===== src/hdl/jjdp_pkg.sv =====
// ----------------------------------------------------------------------------
// JFIF density parser package
// Shared types, byte constants, result codes and the JFIF signature table.
// ----------------------------------------------------------------------------
package jjdp_pkg;

  // Marker and segment bytes.
  localparam logic [7:0] BYTE_FF  = 8'hFF;
  localparam logic [7:0] BYTE_SOI = 8'hD8;
  localparam logic [7:0] BYTE_EOI = 8'hD9;
  localparam logic [7:0] BYTE_SOS = 8'hDA;
  localparam logic [7:0] BYTE_APP0 = 8'hE0;

  // Smallest APP0 length that can hold the JFIF header.
  localparam logic [15:0] JFIF_MIN_LEN = 16'd16;

  // Default resolution after reset.
  localparam logic [15:0] DEFAULT_DPI_RST = 16'd96;

  // Result status codes.
  localparam logic [1:0] ST_JFIF    = 2'd0;
  localparam logic [1:0] ST_NOTJPEG = 2'd1;
  localparam logic [1:0] ST_STOP    = 2'd2;
  localparam logic [1:0] ST_BAD     = 2'd3;

  // One input word.
  typedef struct packed {
    logic [7:0] data_byte;
    logic       last_byte;
  } jjdp_item_t;

  // One result word.
  typedef struct packed {
    logic [15:0] dpi_h;
    logic [15:0] dpi_v;
    logic [1:0]  status;
  } jjdp_result_t;

  // The four signature bytes "JFIF" at the start of the APP0 payload.
  function automatic logic [7:0] jfif_tag_byte(input logic [1:0] idx);
    logic [7:0] tag;
    case (idx)
      2'd0:    tag = 8'h4A;
      2'd1:    tag = 8'h46;
      2'd2:    tag = 8'h49;
      default: tag = 8'h46;
    endcase
    return tag;
  endfunction

endpackage


===== src/hdl/jjdp_in_stage.sv =====
// ----------------------------------------------------------------------------
// JFIF density parser input register
// Holds one accepted word until the parse stage consumes it.
// ----------------------------------------------------------------------------
module jjdp_in_stage
  import jjdp_pkg::*;
(
  input  logic       clk,
  input  logic       rst_n,
  input  logic       in_valid,
  output logic       in_ready,
  input  jjdp_item_t in_item,
  input  logic       advance,
  output logic       item_valid,
  output jjdp_item_t item
);

  logic       valid_r;
  logic       valid_nxt;
  jjdp_item_t item_r;
  logic       load;

  // The register takes a new word when empty or when its word moves on.
  assign in_ready = !valid_r || advance;
  assign load     = in_valid && in_ready;

  always_comb begin
    if (load) begin
      valid_nxt = 1'b1;
    end else if (advance) begin
      valid_nxt = 1'b0;
    end else begin
      valid_nxt = valid_r;
    end
  end

  always_ff @(posedge clk) begin
    if (!rst_n) begin
      valid_r <= 1'b0;
    end else begin
      valid_r <= valid_nxt;
    end
  end

  // Payload needs no reset.
  always_ff @(posedge clk) begin
    if (load) begin
      item_r <= in_item;
    end
  end

  assign item_valid = valid_r;
  assign item       = item_r;

endmodule


===== src/hdl/jjdp_parse.sv =====
// ----------------------------------------------------------------------------
// JFIF density parser segment walker
// Per-byte state machine: start marker check, segment walk, APP0/JFIF decode.
// ----------------------------------------------------------------------------
module jjdp_parse
  import jjdp_pkg::*;
(
  input  logic         clk,
  input  logic         rst_n,
  input  logic         step,
  input  jjdp_item_t   item,
  input  logic [15:0]  default_dpi,
  output logic         emit,
  output jjdp_result_t result
);

  localparam logic [2:0] PH_SIG0    = 3'd0;
  localparam logic [2:0] PH_SIG1    = 3'd1;
  localparam logic [2:0] PH_SEG_FF  = 3'd2;
  localparam logic [2:0] PH_MARKER  = 3'd3;
  localparam logic [2:0] PH_LEN_HI  = 3'd4;
  localparam logic [2:0] PH_LEN_LO  = 3'd5;
  localparam logic [2:0] PH_PAYLOAD = 3'd6;
  localparam logic [2:0] PH_DONE    = 3'd7;

  logic [2:0]  phase_r,  phase_nxt;
  logic [7:0]  marker_r, marker_nxt;
  logic [15:0] len_r,    len_nxt;
  logic [15:0] cnt_r,    cnt_nxt;
  logic        sig_r,    sig_nxt;
  logic [7:0]  units_r,  units_nxt;
  logic [15:0] xden_r,   xden_nxt;
  logic [15:0] yden_r,   yden_nxt;

  logic [7:0]  b;
  logic [15:0] len_full;
  logic [16:0] cnt_end;
  logic [1:0]  status;
  logic        use_jfif;
  logic [15:0] jfif_h;
  logic [15:0] jfif_v;

  assign b        = item.data_byte;
  assign len_full = {len_r[15:8], b};
  assign cnt_end  = {1'b0, cnt_r} + 17'd3;

  // Next state and result for the byte in the input register.
  always_comb begin
    phase_nxt  = phase_r;
    marker_nxt = marker_r;
    len_nxt    = len_r;
    cnt_nxt    = cnt_r;
    sig_nxt    = sig_r;
    units_nxt  = units_r;
    xden_nxt   = xden_r;
    yden_nxt   = yden_r;
    emit       = 1'b0;
    status     = ST_BAD;
    use_jfif   = 1'b0;
    jfif_h     = default_dpi;
    jfif_v     = default_dpi;

    case (phase_r)
      PH_SIG0: begin
        if (b == BYTE_FF) begin
          phase_nxt = PH_SIG1;
        end else begin
          emit   = 1'b1;
          status = ST_NOTJPEG;
        end
      end
      PH_SIG1: begin
        if (b == BYTE_SOI) begin
          phase_nxt = PH_SEG_FF;
        end else begin
          emit   = 1'b1;
          status = ST_NOTJPEG;
        end
      end
      PH_SEG_FF: begin
        if (b == BYTE_FF) begin
          phase_nxt = PH_MARKER;
        end else begin
          emit   = 1'b1;
          status = ST_BAD;
        end
      end
      PH_MARKER: begin
        if (b inside {BYTE_SOI, BYTE_EOI, BYTE_SOS}) begin
          emit   = 1'b1;
          status = ST_STOP;
        end else begin
          marker_nxt = b;
          phase_nxt  = PH_LEN_HI;
        end
      end
      PH_LEN_HI: begin
        len_nxt   = {b, 8'h00};
        phase_nxt = PH_LEN_LO;
      end
      PH_LEN_LO: begin
        len_nxt = len_full;
        if (len_full < 16'd2) begin
          emit   = 1'b1;
          status = ST_BAD;
        end else if (len_full == 16'd2) begin
          phase_nxt = PH_SEG_FF;
        end else begin
          cnt_nxt   = '0;
          sig_nxt   = (marker_r == BYTE_APP0) && (len_full >= JFIF_MIN_LEN);
          units_nxt = '0;
          xden_nxt  = '0;
          yden_nxt  = '0;
          phase_nxt = PH_PAYLOAD;
        end
      end
      PH_PAYLOAD: begin
        // Pick the JFIF header fields out of the payload by position.
        if (cnt_r < 16'd4) begin
          if (b != jfif_tag_byte(cnt_r[1:0])) begin
            sig_nxt = 1'b0;
          end
        end else begin
          case (cnt_r)
            16'd7:   units_nxt = b;
            16'd8:   xden_nxt  = {b, 8'h00};
            16'd9:   xden_nxt  = {xden_r[15:8], b};
            16'd10:  yden_nxt  = {b, 8'h00};
            16'd11:  yden_nxt  = {yden_r[15:8], b};
            default: ;
          endcase
        end
        cnt_nxt = cnt_r + 16'd1;
        // Last payload byte: commit JFIF or move to the next segment.
        if (cnt_end >= {1'b0, len_r}) begin
          if (sig_nxt) begin
            emit     = 1'b1;
            status   = ST_JFIF;
            use_jfif = 1'b1;
            // Density is used only for units of dots per inch and a nonzero value.
            if (units_nxt == 8'd1 && xden_nxt != 16'd0) begin
              jfif_h = xden_nxt;
            end
            if (units_nxt == 8'd1 && yden_nxt != 16'd0) begin
              jfif_v = yden_nxt;
            end
          end else begin
            phase_nxt = PH_SEG_FF;
          end
        end
      end
      default: ;
    endcase

    if (emit) begin
      phase_nxt = PH_DONE;
    end

    // End of file: report defaults if nothing was sent, then rearm.
    if (item.last_byte) begin
      if (phase_nxt != PH_DONE) begin
        emit   = 1'b1;
        status = (phase_nxt == PH_SIG0 || phase_nxt == PH_SIG1) ? ST_NOTJPEG : ST_BAD;
      end
      phase_nxt  = PH_SIG0;
      marker_nxt = '0;
      len_nxt    = '0;
      cnt_nxt    = '0;
      sig_nxt    = 1'b0;
      units_nxt  = '0;
      xden_nxt   = '0;
      yden_nxt   = '0;
    end
  end

  always_comb begin
    result.status = status;
    result.dpi_h  = use_jfif ? jfif_h : default_dpi;
    result.dpi_v  = use_jfif ? jfif_v : default_dpi;
  end

  // Parser state advances once per consumed word.
  always_ff @(posedge clk) begin
    if (!rst_n) begin
      phase_r  <= PH_SIG0;
      marker_r <= '0;
      len_r    <= '0;
      cnt_r    <= '0;
      sig_r    <= 1'b0;
      units_r  <= '0;
      xden_r   <= '0;
      yden_r   <= '0;
    end else if (step) begin
      phase_r  <= phase_nxt;
      marker_r <= marker_nxt;
      len_r    <= len_nxt;
      cnt_r    <= cnt_nxt;
      sig_r    <= sig_nxt;
      units_r  <= units_nxt;
      xden_r   <= xden_nxt;
      yden_r   <= yden_nxt;
    end
  end

endmodule


===== src/hdl/jjdp_out_stage.sv =====
// ----------------------------------------------------------------------------
// JFIF density parser output register
// Holds one result word until the downstream side takes it.
// ----------------------------------------------------------------------------
module jjdp_out_stage
  import jjdp_pkg::*;
(
  input  logic         clk,
  input  logic         rst_n,
  input  logic         load,
  input  jjdp_result_t result,
  output logic         free,
  output logic         out_valid,
  input  logic         out_ready,
  output jjdp_result_t out_result
);

  logic         valid_r;
  logic         valid_nxt;
  jjdp_result_t result_r;

  // Room for a new word when empty or when the held word leaves now.
  assign free = !valid_r || out_ready;

  always_comb begin
    if (load) begin
      valid_nxt = 1'b1;
    end else if (out_ready) begin
      valid_nxt = 1'b0;
    end else begin
      valid_nxt = valid_r;
    end
  end

  always_ff @(posedge clk) begin
    if (!rst_n) begin
      valid_r <= 1'b0;
    end else begin
      valid_r <= valid_nxt;
    end
  end

  always_ff @(posedge clk) begin
    if (load) begin
      result_r <= result;
    end
  end

  assign out_valid  = valid_r;
  assign out_result = result_r;

endmodule


===== src/hdl/jpeg_jfif_density_parser_core.sv =====
// ----------------------------------------------------------------------------
// JPEG JFIF density parser
// Reads a file one byte per word and reports its resolution once per file.
// ----------------------------------------------------------------------------
// The block takes one byte every cycle and gives at most one result word per
// file: the JFIF X/Y density when an APP0 JFIF segment with units of dots per
// inch is found, otherwise cfg_default_dpi on both axes with a status code.
// A byte passes through an input register and the per-byte parse logic, and
// its result is loaded into the output register once that register has room.
// Input stalls only when a byte that yields a result meets a full, stalled
// output register.
// cfg_default_dpi may be written only while no file is in flight.
module jpeg_jfif_density_parser_core
  import jjdp_pkg::*;
(
  input  logic        clk,
  input  logic        rst_n,
  input  logic        cfg_wr_en,
  input  logic [15:0] cfg_default_dpi,
  input  logic        in_valid,
  output logic        in_ready,
  input  logic [7:0]  in_data_byte,
  input  logic        in_last_byte,
  output logic        out_valid,
  input  logic        out_ready,
  output logic [15:0] out_dpi_h,
  output logic [15:0] out_dpi_v,
  output logic [1:0]  out_status
);

  logic [15:0]  default_dpi_r;
  jjdp_item_t   in_item;
  jjdp_item_t   item;
  logic         item_valid;
  logic         emit;
  logic         out_free;
  logic         advance;
  jjdp_result_t result;
  jjdp_result_t out_result;

  // Configuration register.
  always_ff @(posedge clk) begin
    if (!rst_n) begin
      default_dpi_r <= DEFAULT_DPI_RST;
    end else if (cfg_wr_en) begin
      default_dpi_r <= cfg_default_dpi;
    end
  end

  assign in_item.data_byte = in_data_byte;
  assign in_item.last_byte = in_last_byte;

  // A held byte moves on unless its result has nowhere to go.
  assign advance = item_valid && (!emit || out_free);

  jjdp_in_stage u_in (
    .clk        (clk),
    .rst_n      (rst_n),
    .in_valid   (in_valid),
    .in_ready   (in_ready),
    .in_item    (in_item),
    .advance    (advance),
    .item_valid (item_valid),
    .item       (item)
  );

  jjdp_parse u_parse (
    .clk         (clk),
    .rst_n       (rst_n),
    .step        (advance),
    .item        (item),
    .default_dpi (default_dpi_r),
    .emit        (emit),
    .result      (result)
  );

  jjdp_out_stage u_out (
    .clk        (clk),
    .rst_n      (rst_n),
    .load       (advance && emit),
    .result     (result),
    .free       (out_free),
    .out_valid  (out_valid),
    .out_ready  (out_ready),
    .out_result (out_result)
  );

  assign out_dpi_h  = out_result.dpi_h;
  assign out_dpi_v  = out_result.dpi_v;
  assign out_status = out_result.status;

endmodule


===== config.mk =====
export PLATFORM = sky130hd
export DESIGN_NAME = jpeg_jfif_density_parser_core
export DESIGN_NICKNAME = d
export VERILOG_FILES = /design/src/hdl/jjdp_pkg.sv /design/src/hdl/jjdp_in_stage.sv /design/src/hdl/jjdp_parse.sv /design/src/hdl/jjdp_out_stage.sv /design/src/hdl/jpeg_jfif_density_parser_core.sv
export SDC_FILE = /design/constraint.sdc
export NUM_CORES = 1
export LEC_CHECK = 0
export BUFFER_PORTS_ARGS = -buffer_cell sky130_fd_sc_hd__buf_2
export CORE_UTILIZATION = 56
export DETAILED_ROUTE_END_ITERATION = 16
export MAX_ROUTING_LAYER = met4
export PLACE_DENSITY = 0.76
export SYNTH_ARGS = -nofsm -noshare
export SYNTH_HDL_FRONTEND = slang
export SYNTH_SLANG_ARGS = --single-unit
export TNS_END_PERCENT = 1

===== constraint.sdc =====
create_clock -name clk -period 15.6 [get_ports clk]
set_clock_uncertainty 0.2 [all_clocks]
set_input_delay 3.12 -clock clk [delete_from_list [all_inputs] [get_ports clk]]
set_output_delay 3.12 -clock clk [all_outputs]
set_load 0.02 [all_outputs]

==> impl_metrics.toml <==
[yosys]
largest_cells_by_area_after_synthesis = "sky130_fd_sc_hd__dfxtp_1 27%, sky130_fd_sc_hd__edfxtp_1 17%, sky130_fd_sc_hd__a22o_1 5.8%"
post_synth_inst_count = 775
synth_area_per_cell_um2 = 9.79
async_flop_share_pct = 0
synth_edf_count = 43
synth_sequential_area_ratio_pct = 44.0
synth.net_count = 826
multiplexer_share_of_the_synthesized_area_pct = 6.90
yosysTopAreaCellShare_pct = 26.9
synthAdderAreaFrac_pct = 3.46
synth_top_family_by_area = "compound AO/OA/AOI/OAI gates"
most_used_flip_flop_cell_after_synthesis = "sky130_fd_sc_hd__dfxtp_1"
synth_top_cell_by_area = "sky130_fd_sc_hd__dfxtp_1"
syn-cell-area_um2 = 7580
post_synth_num_cell_types = 77
fraction_of_the_mapped_netlist_area_in_simple_logic_gates_pct = 17.0
synth-xor-area-share_pct = 1.73
ys.warnings.count = 0
ys_ff_latch = 145
fraction_of_the_mapped_netlist_area_in_compound_gates_pct = 21.9

[power_and_ir_drop]
ir_worst_vdd_v = 0.0000754
p_switching_mw = 0.208
power.combinational.fraction_pct = 6.6
seq_power_share_pct = 46.3
pwr_per_cell_area_nw_per_um2 = 103
power_leakage_nw = 3.15
clock_power_share_pct = 47.1
internal_power_mw = 0.673
p_sw_share_pct = 23.6

[layout]
layout-area-overhead-vs-synth_pct = 12.7
final_nets = 859
drive_above_1_share_pct = 18.3
fin_cells = 997
num_antenna_cells = 0

[timing]
final_setup_vio_count = 0
finalCritPeriodShare_pct = 49.9
finalHoldViolations = 0
summed_negative_setup_slack_over_all_endpoints_ns = 0
highest_clock_rate_ghz = 0.129
shortest_period_the_worst_path_allows_ns = 7.78
worst_slew_pin_slew_ns = 1.33
slew_violations = 0
relSlewSlack_pct = 11.0
rsz0062_at_grt = "no"

[clock_network]
cts_buffers = 17
cts_resized = 0
cts_max_level = 4
clock_latency_ns = 0.43
cts_tree = "yes"
worst_setup_hold_path_clk_slew_ns = 0.06
ctsHoldBuffers = 0
cts_buffer_depth = 2
post_cts.repair.setup_buffers = 0
cts_num_sinks = 145
root_buffer = "sky130_fd_sc_hd__clkbuf_16"

[setup_path]
regToRegEndpoint = "u_out.out_result[20]"
critical_path_arrival_ns = 4.46
crit_path_end_kind = "primary output"
worst_setup_path_endpoint = "in_ready"
crit-reg2reg-launch = "u_parse.cnt_r[0]"
critical_path_class = "flip-flop to primary output"
crit_fanout = 10
start_kind = "flip-flop"
critPathLaunch = "u_parse.cnt_r[0]"
worst-endpoint-required_ns = 12.28
worst-r2r-setup-slack_ns = 10.31
count_of_cells_along_the_worst_register_to_register_path = 14

[die]
floorplan.die.width_um = 118
initial_utilization_pct = 57.3
core_um2 = 13200
fp.dieArea_um2 = 14000
pin_count = 66
placementRows = 42
die_height_um = 118

[place]
place.detailed.hpwl_mm = 13.6
dp_cells = 965
port_buffers = 65
routabilityCongestion = 0.945

[grt]
largest_net_degree_at_the_start_of_global_routing = 54
global_route.overflow_total = 0
antenna_violations_before_repair = 0
grt_pass1_vias = 6350
grt.total_usage_pct = 31.5
grt_first_pass_wirelength_mm = 33.1

[routing]
avgRoutedWirePerCell_um = 20.9
vias = 6635
detail-route-antenna-nets = 0
drt_first_pass_iters = 5
avgViaCountPerCell = 6.65
drt-initial-drc-count = 668
wl_mm = 20.8
detail_route.drc_violations = 0

[min_path]
hp-start = "u_parse.len_r[7]"
holdCritPathClass = "flip-flop to flip-flop"

[flow_run]
drv_cap = 0

[run_status]
run_status = "finished, final reports clean"
==> metrics by stage <==
step           hold slack, ns  total power, mW  setup slack [ns]  cell area, um2  util, %
2_1_floorplan           0.233            0.451              8.71            7580        -
3_3_place_gp            0.252            0.471              8.46            7940     60.0
3_5_place_dp            0.265            0.473              8.33            7940     60.0
4_1_cts                 0.282            0.883              7.85            8540     64.5
5_1_grt                 0.296            0.905              7.37            8540     64.5
6_report                0.286            0.881              7.82            8540     64.5
==> state kept, by name, indices dropped and copies added (netlist names) <==
register          cells
u_out.out_valid       1
u_in.item_valid       1
u_in.item             9
u_parse.marker_r      8
u_parse.cnt_r        16
u_parse.phase_r       3
u_out.out_result     34
default_dpi_r        16
u_parse.xden_r       16
u_parse.sig_r         1
u_parse.yden_r       16
u_parse.units_r       8
u_parse.len_r        16
==> cell usage after synthesis, types with 6 or more instances <==
cell                        number
sky130_fd_sc_hd__a21oi_1        30
sky130_fd_sc_hd__a22o_1         50
sky130_fd_sc_hd__a22oi_1         6
sky130_fd_sc_hd__a311oi_1        8
sky130_fd_sc_hd__a31oi_1         7
sky130_fd_sc_hd__a32o_1         10
sky130_fd_sc_hd__and2_1          6
sky130_fd_sc_hd__and3_1          8
sky130_fd_sc_hd__buf_2           8
sky130_fd_sc_hd__clkbuf_1       45
sky130_fd_sc_hd__dfxtp_1       102
sky130_fd_sc_hd__edfxtp_1       43
sky130_fd_sc_hd__ha_1           21
sky130_fd_sc_hd__inv_1          25
sky130_fd_sc_hd__mux2_1          6
sky130_fd_sc_hd__mux2_2         12
sky130_fd_sc_hd__mux2_4          8
sky130_fd_sc_hd__mux2i_1        20
sky130_fd_sc_hd__nand2_1        63
sky130_fd_sc_hd__nand3_1        30
sky130_fd_sc_hd__nand4_1         7
sky130_fd_sc_hd__nor2_1         49
sky130_fd_sc_hd__nor3_1         14
sky130_fd_sc_hd__nor4_1         14
sky130_fd_sc_hd__nor4b_1         6
sky130_fd_sc_hd__o211ai_1       18
sky130_fd_sc_hd__o21ai_0        24
sky130_fd_sc_hd__o22ai_1         7
sky130_fd_sc_hd__o2bb2ai_1       6
sky130_fd_sc_hd__o31a_1          6
sky130_fd_sc_hd__o31ai_1         8
sky130_fd_sc_hd__o41ai_1         7
sky130_fd_sc_hd__or3_1           6
sky130_fd_sc_hd__xnor2_1         7
sky130_fd_sc_hd__xor2_1          8
==> final cells by class <==
type | count | area (um2)
fill | 1082 | 4700
multi-input combinational | 541 | 3870
sequential | 145 | 3330
clock buffer | 20 | 447
timing repair buffer | 78 | 423
tap | 176 | 220
clock inverter | 12 | 156
inverter | 25 | 93.8
==> cells in the final DEF, fill, tap and decap left out, types with 5 or more instances in the layout <==
cell type and instances:
sky130_fd_sc_hd__a31oi_1 7, sky130_fd_sc_hd__a32o_1 10, sky130_fd_sc_hd__edfxtp_1 43, sky130_fd_sc_hd__mux2_4 8, sky130_fd_sc_hd__nor3_1 14, sky130_fd_sc_hd__a22o_1 50, sky130_fd_sc_hd__mux2_1 6, sky130_fd_sc_hd__inv_1 25
sky130_fd_sc_hd__ha_1 21, sky130_fd_sc_hd__buf_2 65, sky130_fd_sc_hd__nor4b_1 6, sky130_fd_sc_hd__mux2_2 12, sky130_fd_sc_hd__clkbuf_16 17, sky130_fd_sc_hd__o211ai_1 18, sky130_fd_sc_hd__and3_1 8, sky130_fd_sc_hd__nand2_1 63
sky130_fd_sc_hd__o2bb2ai_1 6, sky130_fd_sc_hd__nor2_1 48, sky130_fd_sc_hd__nor4_1 14, sky130_fd_sc_hd__buf_4 13, sky130_fd_sc_hd__xor2_1 8, sky130_fd_sc_hd__o31a_1 6, sky130_fd_sc_hd__nor2b_1 5, sky130_fd_sc_hd__a22oi_1 6
sky130_fd_sc_hd__o21ai_0 24, sky130_fd_sc_hd__o21a_1 5, sky130_fd_sc_hd__o41ai_1 7, sky130_fd_sc_hd__dfxtp_1 102, sky130_fd_sc_hd__and2_1 6, sky130_fd_sc_hd__xnor2_1 7, sky130_fd_sc_hd__o31ai_1 8, sky130_fd_sc_hd__mux2i_1 20
sky130_fd_sc_hd__nand3_1 30, sky130_fd_sc_hd__nand4_1 7, sky130_fd_sc_hd__a21oi_1 30, sky130_fd_sc_hd__or3_1 6, sky130_fd_sc_hd__o22ai_1 7, sky130_fd_sc_hd__a311oi_1 8, sky130_fd_sc_hd__nand2b_1 5
==> power by group through the flow <==
stage | sequential (mW) | combinational, mW | clock [mW]
2_1_floorplan | 0.417 | 0.0337 | 0
3_3_place_gp | 0.416 | 0.0549 | 0
3_5_place_dp | 0.416 | 0.0564 | 0
4_1_cts | 0.408 | 0.0569 | 0.417
5_1_grt | 0.409 | 0.0614 | 0.434
6_report | 0.409 | 0.0579 | 0.415
==> worst min-delay path by stage <==
stage                    endpoint  slack [ns]  cells past startpoint
3_5_place_dp   u_parse.units_r[7]        0.27                      1
5_1_grt        u_parse.units_r[7]        0.30                      1
6_report         u_parse.len_r[7]        0.29                      1
3_3_place_gp   u_parse.units_r[0]        0.25                      1
4_1_cts        u_parse.units_r[7]        0.28                      1
2_1_floorplan  u_parse.units_r[1]        0.23                      1
==> cells by family after synthesis <==
family | Yosys count
buffers and inverters | 89
AND/OR/NAND/NOR | 240
multiplexers | 46
flip-flops | 145
XOR/XNOR | 15
AO/OA/AOI/OAI | 219
adder cells (fa/ha/maj) | 21
==> critical path: stages (launching register included) <==
cell                      delay [ns]
sky130_fd_sc_hd__dfxtp_1        0.47
sky130_fd_sc_hd__inv_1          0.13
sky130_fd_sc_hd__ha_1           0.35
sky130_fd_sc_hd__nor3_1         0.53
sky130_fd_sc_hd__nand3_1        0.23
sky130_fd_sc_hd__xnor2_1        0.18
sky130_fd_sc_hd__ha_1           0.32
sky130_fd_sc_hd__a21oi_1        0.13
sky130_fd_sc_hd__o21ai_0        0.09
sky130_fd_sc_hd__a21oi_1        0.19
sky130_fd_sc_hd__nor4_1         0.11
sky130_fd_sc_hd__o21ai_0        0.65
sky130_fd_sc_hd__nand3_1        0.29
sky130_fd_sc_hd__nand3_1        0.18
sky130_fd_sc_hd__buf_2          0.18
==> metal layers <==
metal	global-route usage, %	wire length, um
met3	6.81	1800
met2	50.4	9820
met4	15.0	767
met5	-	0
met1	37.9	8410
(Power assumes the default switching activity.)
